File: src/rtl/rpn_pkg.sv
// rpn_pkg: shared types, constants and state codes of the rpn stack calculator
// used by every module under rtl except rpn_ram; depends on nothing
package rpn_pkg;

  localparam int STACK_DEPTH = 64;
  localparam int DATA_WIDTH  = 32;
  localparam int DEPTH_W     = $clog2(STACK_DEPTH + 1);
  localparam int ADDR_W      = $clog2(STACK_DEPTH);
  localparam int CH_W        = 8;
  localparam int VALUE_W     = 32;
  localparam int STATUS_W    = 3;

  localparam logic [CH_W-1:0] CH_NUL   = 8'h00;
  localparam logic [CH_W-1:0] CH_PLUS  = 8'h2B;
  localparam logic [CH_W-1:0] CH_MINUS = 8'h2D;
  localparam logic [CH_W-1:0] CH_TIMES = 8'h2A;
  localparam logic [CH_W-1:0] CH_SLASH = 8'h2F;
  localparam logic [CH_W-1:0] CH_ZERO  = 8'h30;
  localparam logic [CH_W-1:0] CH_NINE  = 8'h39;

  typedef enum logic [STATUS_W-1:0] {
    ST_OK       = 3'd0,
    ST_OVERFLOW = 3'd1,
    ST_FEW_ARGS = 3'd2,
    ST_EMPTY    = 3'd3,
    ST_DIV_ZERO = 3'd4
  } rpn_status_t;

  typedef struct packed {
    logic [CH_W-1:0] ch;
    logic            last;
  } rpn_in_t;

  typedef struct packed {
    logic signed [VALUE_W-1:0] value;
    logic [STATUS_W-1:0]       status;
  } rpn_out_t;

  typedef enum logic [3:0] {
    S_IDLE,
    S_DECODE,
    S_PUSH_MID,
    S_DISPATCH,
    S_EXEC,
    S_DIV,
    S_LAST,
    S_PUSH_END,
    S_FIN
  } rpn_state_t;

  typedef struct packed {
    logic        load_byte;
    logic        acc_digit;
    logic        end_num;
    logic        push;
    logic        fail;
    rpn_status_t fail_code;
    logic        set_halt;
    logic        rd_b;
    logic        exec_op;
    logic        div_start;
    logic        div_pop;
    logic        emit;
    logic        clear;
  } rpn_cmd_t;

  typedef struct packed {
    logic halted;
    logic is_digit;
    logic in_number;
    logic is_nul;
    logic is_op;
    logic is_div;
    logic last;
    logic full;
    logic few;
    logic a_zero;
    logic div_done;
    logic out_free;
  } rpn_stat_t;

endpackage

File: src/rtl/rpn_ram.sv
// rpn_ram: generic single-write, single-read memory with registered read data
// no dependencies
module rpn_ram #(
  parameter int WIDTH = 32,
  parameter int DEPTH = 64
) (
  input  logic                     clk,
  input  logic                     we,
  input  logic [$clog2(DEPTH)-1:0] waddr,
  input  logic [WIDTH-1:0]         wdata,
  input  logic                     re,
  input  logic [$clog2(DEPTH)-1:0] raddr,
  output logic [WIDTH-1:0]         rdata
);

  logic [WIDTH-1:0] mem [DEPTH];
  logic [WIDTH-1:0] rdata_r;

  always_ff @(posedge clk) begin
    if (we) begin
      mem[waddr] <= wdata;
    end
    if (re) begin
      rdata_r <= mem[raddr];
    end
  end

  assign rdata = rdata_r;

endmodule

File: src/rtl/rpn_div.sv
// rpn_div: iterative signed divider, one quotient bit per cycle, truncating
// depends on rpn_pkg
module rpn_div (
  input  logic                           clk,
  input  logic                           rst_n,
  input  logic                           start,
  input  logic [rpn_pkg::DATA_WIDTH-1:0] dividend,
  input  logic [rpn_pkg::DATA_WIDTH-1:0] divisor,
  input  logic                           neg,
  output logic                           busy,
  output logic                           done,
  output logic [rpn_pkg::DATA_WIDTH-1:0] quotient
);

  localparam int W     = rpn_pkg::DATA_WIDTH;
  localparam int CNT_W = $clog2(W);

  logic [W-1:0]     rem_r, rem_nxt;
  logic [W-1:0]     quo_r, quo_nxt;
  logic [W-1:0]     dvs_r, dvs_nxt;
  logic [CNT_W-1:0] cnt_r, cnt_nxt;
  logic             busy_r, busy_nxt;
  logic             done_r, done_nxt;
  logic             neg_r, neg_nxt;
  logic [W:0]       rem_sh;
  logic [W:0]       diff;
  logic             ge;

  always_comb begin
    rem_sh   = {rem_r, quo_r[W-1]};
    diff     = rem_sh - {1'b0, dvs_r};
    ge       = !diff[W];
    rem_nxt  = rem_r;
    quo_nxt  = quo_r;
    dvs_nxt  = dvs_r;
    cnt_nxt  = cnt_r;
    busy_nxt = busy_r;
    done_nxt = 1'b0;
    neg_nxt  = neg_r;
    if (start) begin
      rem_nxt  = '0;
      quo_nxt  = dividend;
      dvs_nxt  = divisor;
      cnt_nxt  = '0;
      busy_nxt = 1'b1;
      neg_nxt  = neg;
    end else if (busy_r) begin
      rem_nxt = ge ? diff[W-1:0] : rem_sh[W-1:0];
      quo_nxt = {quo_r[W-2:0], ge};
      cnt_nxt = cnt_r + CNT_W'(1);
      if (cnt_r == CNT_W'(W - 1)) begin
        busy_nxt = 1'b0;
        done_nxt = 1'b1;
      end
    end
  end

  always_ff @(posedge clk) begin
    if (!rst_n) begin
      busy_r <= 1'b0;
      done_r <= 1'b0;
    end else begin
      busy_r <= busy_nxt;
      done_r <= done_nxt;
    end
    rem_r <= rem_nxt;
    quo_r <= quo_nxt;
    dvs_r <= dvs_nxt;
    cnt_r <= cnt_nxt;
    neg_r <= neg_nxt;
  end

  assign busy     = busy_r;
  assign done     = done_r;
  assign quotient = neg_r ? (W'(0) - quo_r) : quo_r;

endmodule

File: src/rtl/rpn_dp.sv
// rpn_dp: datapath of the rpn calculator: byte latch, number builder, stack
// with top in a register, alu, divider and output register; uses rpn_pkg,
// rpn_ram and rpn_div
module rpn_dp (
  input  logic              clk,
  input  logic              rst_n,
  input  rpn_pkg::rpn_in_t  in_data,
  input  rpn_pkg::rpn_cmd_t cmd,
  output rpn_pkg::rpn_stat_t stat,
  output logic              out_valid,
  input  logic              out_ready,
  output rpn_pkg::rpn_out_t out_data
);

  localparam int W = rpn_pkg::DATA_WIDTH;

  logic [rpn_pkg::CH_W-1:0]    ch_r, ch_nxt;
  logic                        last_r, last_nxt;
  logic [W-1:0]                acc_r, acc_nxt;
  logic                        in_num_r, in_num_nxt;
  logic [W-1:0]                tos_r, tos_nxt;
  logic [rpn_pkg::DEPTH_W-1:0] depth_r, depth_nxt;
  rpn_pkg::rpn_status_t        err_r, err_nxt;
  logic                        halted_r, halted_nxt;
  logic                        out_valid_r, out_valid_nxt;
  rpn_pkg::rpn_out_t           out_data_r, out_data_nxt;

  logic [W-1:0]                b_word;
  logic [W-1:0]                alu_res;
  logic [W-1:0]                mag_a, mag_b;
  logic [W-1:0]                quotient;
  logic                        div_busy, div_done;
  logic                        ram_we;
  logic [rpn_pkg::ADDR_W-1:0]  waddr, raddr;

  assign waddr  = rpn_pkg::ADDR_W'(depth_r - rpn_pkg::DEPTH_W'(1));
  assign raddr  = rpn_pkg::ADDR_W'(depth_r - rpn_pkg::DEPTH_W'(2));
  assign ram_we = cmd.push && (depth_r != '0);

  rpn_ram #(
    .WIDTH(W),
    .DEPTH(rpn_pkg::STACK_DEPTH)
  ) u_stack (
    .clk  (clk),
    .we   (ram_we),
    .waddr(waddr),
    .wdata(tos_r),
    .re   (cmd.rd_b),
    .raddr(raddr),
    .rdata(b_word)
  );

  assign mag_a = tos_r[W-1]  ? (W'(0) - tos_r)  : tos_r;
  assign mag_b = b_word[W-1] ? (W'(0) - b_word) : b_word;

  rpn_div u_div (
    .clk     (clk),
    .rst_n   (rst_n),
    .start   (cmd.div_start),
    .dividend(mag_b),
    .divisor (mag_a),
    .neg     (tos_r[W-1] ^ b_word[W-1]),
    .busy    (div_busy),
    .done    (div_done),
    .quotient(quotient)
  );

  always_comb begin
    priority if (ch_r == rpn_pkg::CH_PLUS) begin
      alu_res = b_word + tos_r;
    end else if (ch_r == rpn_pkg::CH_MINUS) begin
      alu_res = b_word - tos_r;
    end else begin
      alu_res = W'(b_word * tos_r);
    end
  end

  always_comb begin
    stat.halted    = halted_r;
    stat.is_digit  = (ch_r >= rpn_pkg::CH_ZERO) && (ch_r <= rpn_pkg::CH_NINE);
    stat.in_number = in_num_r;
    stat.is_nul    = (ch_r == rpn_pkg::CH_NUL);
    stat.is_op     = (ch_r == rpn_pkg::CH_PLUS) || (ch_r == rpn_pkg::CH_MINUS) ||
                     (ch_r == rpn_pkg::CH_TIMES) || (ch_r == rpn_pkg::CH_SLASH);
    stat.is_div    = (ch_r == rpn_pkg::CH_SLASH);
    stat.last      = last_r;
    stat.full      = (depth_r >= rpn_pkg::DEPTH_W'(rpn_pkg::STACK_DEPTH));
    stat.few       = (depth_r < rpn_pkg::DEPTH_W'(2));
    stat.a_zero    = (tos_r == '0);
    stat.div_done  = div_done;
    stat.out_free  = !out_valid_r || out_ready;
  end

  always_comb begin
    ch_nxt        = ch_r;
    last_nxt      = last_r;
    acc_nxt       = acc_r;
    in_num_nxt    = in_num_r;
    tos_nxt       = tos_r;
    depth_nxt     = depth_r;
    err_nxt       = err_r;
    halted_nxt    = halted_r;
    out_valid_nxt = out_valid_r && !out_ready;
    out_data_nxt  = out_data_r;
    if (cmd.load_byte) begin
      ch_nxt   = in_data.ch;
      last_nxt = in_data.last;
    end
    if (cmd.acc_digit) begin
      acc_nxt    = {acc_r[W-4:0], 3'b000} + {acc_r[W-2:0], 1'b0} + W'(ch_r[3:0]);
      in_num_nxt = 1'b1;
    end
    if (cmd.end_num) begin
      acc_nxt    = '0;
      in_num_nxt = 1'b0;
    end
    if (cmd.push) begin
      tos_nxt   = acc_r;
      depth_nxt = depth_r + rpn_pkg::DEPTH_W'(1);
    end
    if (cmd.fail) begin
      err_nxt    = cmd.fail_code;
      halted_nxt = 1'b1;
    end
    if (cmd.set_halt) begin
      halted_nxt = 1'b1;
    end
    if (cmd.exec_op) begin
      tos_nxt   = alu_res;
      depth_nxt = depth_r - rpn_pkg::DEPTH_W'(1);
    end
    if (cmd.div_pop) begin
      tos_nxt   = quotient;
      depth_nxt = depth_r - rpn_pkg::DEPTH_W'(1);
    end
    if (cmd.emit) begin
      out_valid_nxt = 1'b1;
      if (err_r != rpn_pkg::ST_OK) begin
        out_data_nxt.value  = '0;
        out_data_nxt.status = err_r;
      end else if (depth_r == '0) begin
        out_data_nxt.value  = '0;
        out_data_nxt.status = rpn_pkg::ST_EMPTY;
      end else begin
        out_data_nxt.value  = rpn_pkg::VALUE_W'($signed(tos_r));
        out_data_nxt.status = rpn_pkg::ST_OK;
      end
    end
    if (cmd.clear) begin
      acc_nxt    = '0;
      in_num_nxt = 1'b0;
      depth_nxt  = '0;
      err_nxt    = rpn_pkg::ST_OK;
      halted_nxt = 1'b0;
    end
  end

  always_ff @(posedge clk) begin
    if (!rst_n) begin
      acc_r       <= '0;
      in_num_r    <= 1'b0;
      depth_r     <= '0;
      err_r       <= rpn_pkg::ST_OK;
      halted_r    <= 1'b0;
      out_valid_r <= 1'b0;
    end else begin
      acc_r       <= acc_nxt;
      in_num_r    <= in_num_nxt;
      depth_r     <= depth_nxt;
      err_r       <= err_nxt;
      halted_r    <= halted_nxt;
      out_valid_r <= out_valid_nxt;
    end
    ch_r       <= ch_nxt;
    last_r     <= last_nxt;
    tos_r      <= tos_nxt;
    out_data_r <= out_data_nxt;
  end

  assign out_valid = out_valid_r;
  assign out_data  = out_data_r;

  a_depth_bound: assert property (@(posedge clk) disable iff (!rst_n)
    depth_r <= rpn_pkg::DEPTH_W'(rpn_pkg::STACK_DEPTH))
    else $error("stack depth beyond capacity");

  a_push_room: assert property (@(posedge clk) disable iff (!rst_n)
    cmd.push |-> (depth_r < rpn_pkg::DEPTH_W'(rpn_pkg::STACK_DEPTH)))
    else $error("push onto a full stack");

  a_div_nonzero: assert property (@(posedge clk) disable iff (!rst_n)
    cmd.div_start |-> (tos_r != '0) && !div_busy)
    else $error("divider started with zero divisor or while busy");

  a_clear_empty: assert property (@(posedge clk) disable iff (!rst_n)
    cmd.clear |=> (depth_r == '0) && !halted_r && (err_r == rpn_pkg::ST_OK))
    else $error("state not cleared after result");

  a_emit_free: assert property (@(posedge clk) disable iff (!rst_n)
    cmd.emit |=> out_valid_r)
    else $error("result beat lost");

endmodule

File: src/rtl/rpn_ctrl.sv
// rpn_ctrl: sequencing state machine of the rpn calculator, one byte at a time
// depends on rpn_pkg; drives the datapath through rpn_cmd_t
module rpn_ctrl (
  input  logic                clk,
  input  logic                rst_n,
  input  logic                in_valid,
  output logic                in_ready,
  input  rpn_pkg::rpn_stat_t  stat,
  output rpn_pkg::rpn_cmd_t   cmd
);

  rpn_pkg::rpn_state_t state_r, state_nxt;

  always_ff @(posedge clk) begin
    if (!rst_n) begin
      state_r <= rpn_pkg::S_IDLE;
    end else begin
      state_r <= state_nxt;
    end
  end

  always_comb begin
    state_nxt     = state_r;
    in_ready      = 1'b0;
    cmd           = '0;
    cmd.fail_code = rpn_pkg::ST_OK;
    unique case (state_r)
      rpn_pkg::S_IDLE: begin
        in_ready = 1'b1;
        if (in_valid) begin
          cmd.load_byte = 1'b1;
          state_nxt     = rpn_pkg::S_DECODE;
        end
      end
      rpn_pkg::S_DECODE: begin
        priority if (stat.halted) begin
          state_nxt = rpn_pkg::S_LAST;
        end else if (stat.is_digit) begin
          cmd.acc_digit = 1'b1;
          state_nxt     = rpn_pkg::S_LAST;
        end else if (stat.in_number) begin
          state_nxt = rpn_pkg::S_PUSH_MID;
        end else begin
          state_nxt = rpn_pkg::S_DISPATCH;
        end
      end
      rpn_pkg::S_PUSH_MID: begin
        cmd.end_num = 1'b1;
        if (stat.full) begin
          cmd.fail      = 1'b1;
          cmd.fail_code = rpn_pkg::ST_OVERFLOW;
        end else begin
          cmd.push = 1'b1;
        end
        state_nxt = rpn_pkg::S_DISPATCH;
      end
      rpn_pkg::S_DISPATCH: begin
        state_nxt = rpn_pkg::S_LAST;
        priority if (stat.halted) begin
          state_nxt = rpn_pkg::S_LAST;
        end else if (stat.is_nul) begin
          cmd.set_halt = 1'b1;
        end else if (stat.is_op) begin
          if (stat.few) begin
            cmd.fail      = 1'b1;
            cmd.fail_code = rpn_pkg::ST_FEW_ARGS;
          end else begin
            cmd.rd_b  = 1'b1;
            state_nxt = rpn_pkg::S_EXEC;
          end
        end else begin
          state_nxt = rpn_pkg::S_LAST;
        end
      end
      rpn_pkg::S_EXEC: begin
        state_nxt = rpn_pkg::S_LAST;
        if (stat.is_div) begin
          if (stat.a_zero) begin
            cmd.fail      = 1'b1;
            cmd.fail_code = rpn_pkg::ST_DIV_ZERO;
          end else begin
            cmd.div_start = 1'b1;
            state_nxt     = rpn_pkg::S_DIV;
          end
        end else begin
          cmd.exec_op = 1'b1;
        end
      end
      rpn_pkg::S_DIV: begin
        if (stat.div_done) begin
          cmd.div_pop = 1'b1;
          state_nxt   = rpn_pkg::S_LAST;
        end
      end
      rpn_pkg::S_LAST: begin
        priority if (!stat.last) begin
          state_nxt = rpn_pkg::S_IDLE;
        end else if (!stat.halted && stat.in_number) begin
          state_nxt = rpn_pkg::S_PUSH_END;
        end else begin
          state_nxt = rpn_pkg::S_FIN;
        end
      end
      rpn_pkg::S_PUSH_END: begin
        cmd.end_num = 1'b1;
        if (stat.full) begin
          cmd.fail      = 1'b1;
          cmd.fail_code = rpn_pkg::ST_OVERFLOW;
        end else begin
          cmd.push = 1'b1;
        end
        state_nxt = rpn_pkg::S_FIN;
      end
      rpn_pkg::S_FIN: begin
        if (stat.out_free) begin
          cmd.emit  = 1'b1;
          cmd.clear = 1'b1;
          state_nxt = rpn_pkg::S_IDLE;
        end
      end
      default: begin
        state_nxt = rpn_pkg::S_IDLE;
      end
    endcase
  end

endmodule

File: src/rtl/rpn_stack_calculator.sv
// rpn_stack_calculator: top level of the reverse-polish integer calculator
// depends on rpn_pkg, rpn_ctrl and rpn_dp (with rpn_ram and rpn_div)
//
// in channel: one text byte per beat (in_data.ch) with in_data.last marking
// the final byte of an expression. digits build a 32-bit number, other bytes
// end it; + - * / combine the top two stack entries, byte zero stops
// evaluation, anything else is skipped. the stack holds 64 words: the top in
// a register, the rest in a single-port-write ram with registered read.
// out channel: one beat per expression, sent after the last byte, carrying
// the top of stack and a status code (ok, overflow, too few operands, empty
// stack, divide by zero); value is 0 unless status is ok.
// sequencing: one byte at a time; a digit goes through idle, decode and last,
// any other byte through dispatch too (after push_mid when it ends a number);
// + - * add exec, and / adds exec and div, where the shift-subtract divider
// sets the pace; a last byte adds fin to load the result, after push_end when
// a pending number is pushed first; out_valid rises the cycle after the load.
// the result sits in an output register, so the next expression's bytes are
// taken while it waits; a further result waits only if that register is full.
// reset (rst_n low, synchronous) empties the stack and clears any error; the
// same clearing happens whenever a result is loaded into the output register.
module rpn_stack_calculator (
  input  logic              clk,
  input  logic              rst_n,
  input  logic              in_valid,
  output logic              in_ready,
  input  rpn_pkg::rpn_in_t  in_data,
  output logic              out_valid,
  input  logic              out_ready,
  output rpn_pkg::rpn_out_t out_data
);

  rpn_pkg::rpn_cmd_t  cmd;
  rpn_pkg::rpn_stat_t stat;

  rpn_ctrl u_ctrl (
    .clk     (clk),
    .rst_n   (rst_n),
    .in_valid(in_valid),
    .in_ready(in_ready),
    .stat    (stat),
    .cmd     (cmd)
  );

  rpn_dp u_dp (
    .clk      (clk),
    .rst_n    (rst_n),
    .in_data  (in_data),
    .cmd      (cmd),
    .stat     (stat),
    .out_valid(out_valid),
    .out_ready(out_ready),
    .out_data (out_data)
  );

endmodule
File: config.mk
export PLATFORM = sky130hd
export DESIGN_NAME = rpn_stack_calculator
export DESIGN_NICKNAME = d
export VERILOG_FILES = /design/src/rtl/rpn_pkg.sv /design/src/rtl/rpn_ram.sv /design/src/rtl/rpn_div.sv /design/src/rtl/rpn_dp.sv /design/src/rtl/rpn_ctrl.sv /design/src/rtl/rpn_stack_calculator.sv
export SDC_FILE = /design/constraint.sdc
export NUM_CORES = 2
export LEC_CHECK = 0
export BUFFER_PORTS_ARGS = -buffer_cell sky130_fd_sc_hd__buf_2
export CAP_MARGIN = 20
export CORE_UTILIZATION = 44
export CTS_CLUSTER_SIZE = 30
export DETAILED_ROUTE_END_ITERATION = 10
export SLEW_MARGIN = 20
export SYNTH_ARGS = -nofsm -noshare
export SYNTH_HDL_FRONTEND = slang
export SYNTH_SLANG_ARGS = --single-unit
File: constraint.sdc
create_clock -name clk -period 11.76 [get_ports clk]
set_clock_uncertainty 0.15 [all_clocks]
set_input_delay 0 -clock clk [delete_from_list [all_inputs] [get_ports clk]]
set_output_delay 0 -clock clk [all_outputs]
set_load 0.01 [all_outputs]
==> results.yml <==
die:
  die_x_um: 508.3
  core_um2: 254400
  io_pins: 50
  rows: 185
  initial_utilization_pct: 44.33
  dieArea_um2: 258300
  fp.dieH_um: 508.3
cts:
  clk_latency_ns: 0.91
  postCtsSetupBuffers: 0
  cts_hold_buf: 26
  root_buffer: "clkbuf_16"
  clkSlewWorstSetupHoldPaths_ns: 0.07
  cts_max_level: 4
  cts_buffer_depth: 3
  ctsResizeCount: 0
  clkSinkCount: 2309
  cts_buffers: 231
  cts_tree: "built"
sta:
  setup-tns-final_ns: 0
  slew_headroom_pct: 19.59
  final.period_utilization_pct: 74.12
  fmax_mhz: 114.7
  rsz0062_at_grt: "no"
  tightest_slew_ns: 1.206
  maxSlewViolCount: 0
  final_hold_viol_count: 0
  min_period_ns: 8.716
  holdWs_ns: 0.06887
  setup_viol: 0
place:
  hpwl_um: 193000
  portBuffers: 49
  placed_cells: 10190
  gp_congestion: 0.8980
final_layout:
  fill_cells: 21060
  drive_gt1_share_pct: 18.94
  fin_cells: 10660
  area_delta_synth_final_pct: 11.71
  nets: 7794
routing:
  via_per_inst: 5.991
  dr.pass1.iters: 5
  drc: 0
  drt_wl_total_um: 322700
  vias: 63890
  wire_per_inst_um: 30.26
  dr.first_iter.drc_count: 7494
  drtAntennaViolNets: 0
worst_setup_path:
  critical_path_arrival_ns: 9.16
  critPathMaxFanout: 57
  crit_end: "u_dp.tos_r[28]$_DFFE_PP_"
  startpoint: "u_dp.tos_r[4]$_DFFE_PP_"
  rrSetupSlack_ns: 3.04
  crit_type: "flip-flop to flip-flop"
  cp-start-kind: "flip-flop"
  endpoint_kind: "flip-flop"
  reg2reg_from: "u_dp.tos_r[4]$_DFFE_PP_"
  r2r_cells: 23
  required_ns: 12.20
  worstReg2RegEnd: "u_dp.tos_r[28]$_DFFE_PP_"
yosys:
  synth_top_family_by_area: "multiplexers"
  ys_seq_area_share_pct: 60.70
  synth-adder-area-share_pct: 10.50
  netlist_instances: 6939
  async_flop_share_pct: 0
  synth_top_flop_cell: "edfxtp_1"
  yosysTopAreaCellShare_pct: 59.14
  synth_compound_area_share_pct: 4.522
  synth.most_common_cell: "edfxtp_1"
  ys_ff_latch: 2309
  synth_common_cells: "edfxtp_1, mux4_2, inv_1, nand2_1, fa_1"
  synth.avg_cell_area_um2: 16.25
  synth-edff-count: 2221
  yosysWarnings: 0
  synth-simple-area-share_pct: 5.835
  synthMuxAreaShare_pct: 13.52
  ys_top_cells_by_area: "edfxtp_1, mux4_2, fa_1, ha_1, and2_1"
  syn-num-nets: 7651
  synth-xor-area-share_pct: 1.980
  syn_area_um2: 112800
  yosys.area.top_type: "edfxtp_1"
  ys_types: 98
status:
  outcome: "finished, final reports clean"
grt:
  grt_pass1_vias: 64160
  overflow: 0
  grt_max_degree: 132
  grt.total_usage_pct: 25.06
  antenna_found_initial: 23
  grt_pass1_wl_um: 462400
pwr:
  p_leak_nw: 42.98
  pwr-share-clk_pct: 23.4
  power_density_nw_per_um2: 251.9
  switchingPower_mw: 12.17
  internal_power_mw: 19.57
  power_frac_seq_pct: 29.4
  comb_power_share_pct: 47.2
  ir_worst_vdd_mv: 0.8126
  switching_share_pct: 38.35
job:
  cap_violations: 0
min_path:
  hp-class: "input pin to flip-flop"
  holdCritStartpoint: "rst_n"
[critical path, cell delays in order, from the launching register on]
cell and delay (ns):
edfxtp_1 0.32, buf_4 0.53, buf_4 0.55, and2_1 0.22
fa_1 0.41, inv_1 0.08, fa_1 0.43, fa_1 0.49
fa_1 0.56, inv_1 0.05, ha_1 0.28, ha_1 0.30
fa_1 0.51, fa_1 0.42, ha_1 0.33, a21oi_1 0.08
and3b_1 0.17, a211oi_1 0.53, a32oi_1 0.32, o31ai_1 0.65
a41oi_1 0.27, a31oi_1 0.22, o21ai_0 0.13, a221o_1 0.32
[power by group through the flow]
| stage | clock (mW) | combinational [mW] | sequential [mW] |
|---|---|---|---|
| floorplan | 0 | 10.1 | 9.60 |
| global placement | 0 | 14.6 | 9.51 |
| detailed placement | 0 | 14.8 | 9.51 |
| CTS | 7.53 | 14.9 | 9.34 |
| global route | 7.81 | 16.2 | 9.34 |
| finish | 7.41 | 15.0 | 9.34 |
[area by class of cell]
class | instances | area (um^2) | share of cell area (%)
inverter | 487 | 1828 | 1.451
clock inverter | 150 | 1545 | 1.227
tap | 3366 | 4212 | 3.343
antenna | 16 | 40.04 | 0.03178
sequential | 2309 | 68460 | 54.35
timing repair buffer | 283 | 2166 | 1.719
clock buffer | 282 | 6097 | 4.840
multi-input combinational | 3770 | 41630 | 33.04
[sequential cells by signal, indices dropped and copies added, names as in the netlist]
| signal | count |
|---|---|
| u_dp.u_stack.rdata | 32 |
| u_dp.in_num_r | 1 |
| u_dp.u_div.dvs_r | 32 |
| u_dp.u_div.busy | 1 |
| u_dp.halted_r | 1 |
| u_dp.depth_r | 7 |
| u_dp.u_div.cnt_r | 5 |
| u_dp.u_stack.mem | 2048 |
| u_ctrl.state_r | 4 |
| u_dp.ch_r | 8 |
| u_dp.u_div.done | 1 |
| u_dp.err_r | 3 |
| u_dp.acc_r | 32 |
| u_dp.out_data | 35 |
| u_dp.u_div.neg_r | 1 |
| u_dp.u_div.rem_r | 32 |
| u_dp.tos_r | 32 |
| u_dp.last_r | 1 |
| u_dp.u_div.quo_r | 32 |
| u_dp.out_valid | 1 |
[worst min-delay path by stage]
stage | slack (ns) | depth (start not counted) | to
floorplan | -0.05 | 0 | u_dp.ch_r[0]$_DFFE_PP_
detailed placement | 0.03 | 1 | u_dp.last_r$_DFFE_PP_
finish | 0.07 | 5 | u_dp.in_num_r$_SDFFE_PP0P_
CTS | 0.01 | 5 | u_dp.in_num_r$_SDFFE_PP0P_
global placement | 0.03 | 1 | u_dp.last_r$_DFFE_PP_
global route | 0.11 | 5 | u_dp.in_num_r$_SDFFE_PP0P_
[per-stage QoR]
stage	power, mW	worst slack, ns	area (um^2)	utilization (%)
after floorplan	19.72	3.560	112800	-
after global placement	24.15	3.309	118000	46.38
after detailed placement	24.26	3.123	118000	46.38
after CTS	31.73	3.106	125900	49.49
after global routing	33.40	2.653	126000	49.51
final	31.74	3.044	126000	49.52
[layout by cell type (no fill, tap or decap), types with 85 or more instances in the layout]
cell type / netlist / layout
o21ai_0: 184 / 183
mux4_2: 659 / 659
and2_1: 301 / 301
nand2_1: 469 / 469
ha_1: 286 / 285
clkbuf_16: 0 / 235
nor2_1: 279 / 212
edfxtp_1: 2221 / 2221
xor2_1: 90 / 88
a21oi_1: 193 / 193
fa_1: 413 / 413
xnor2_1: 165 / 163
buf_4: 3 / 200
inv_1: 484 / 482
dfxtp_1: 88 / 85
[routing by layer]
metal	vias to the layer above	global-route usage, %	share of wire [%]	routed length, um
met5	-	0	0.016	53
met4	8	7.889	3.1	10030
met3	481	3.934	7.9	25450
met2	2750	40.74	48	154700
met1	34060	34.70	41	132400
li1	26590	-	-	-
[cells by family after synthesis]
| group | count (synthesis) |
|---|---|
| buffers and inverters | 860 |
| xor gates and xnor gates | 255 |
| and+or+nand+nor | 1341 |
| adders and majority gates | 699 |
| muxes | 699 |
| DFF | 2309 |
| AOI/OAI and AO/OA | 776 |
No activity file was read; power rests on OpenSTA's default activity.
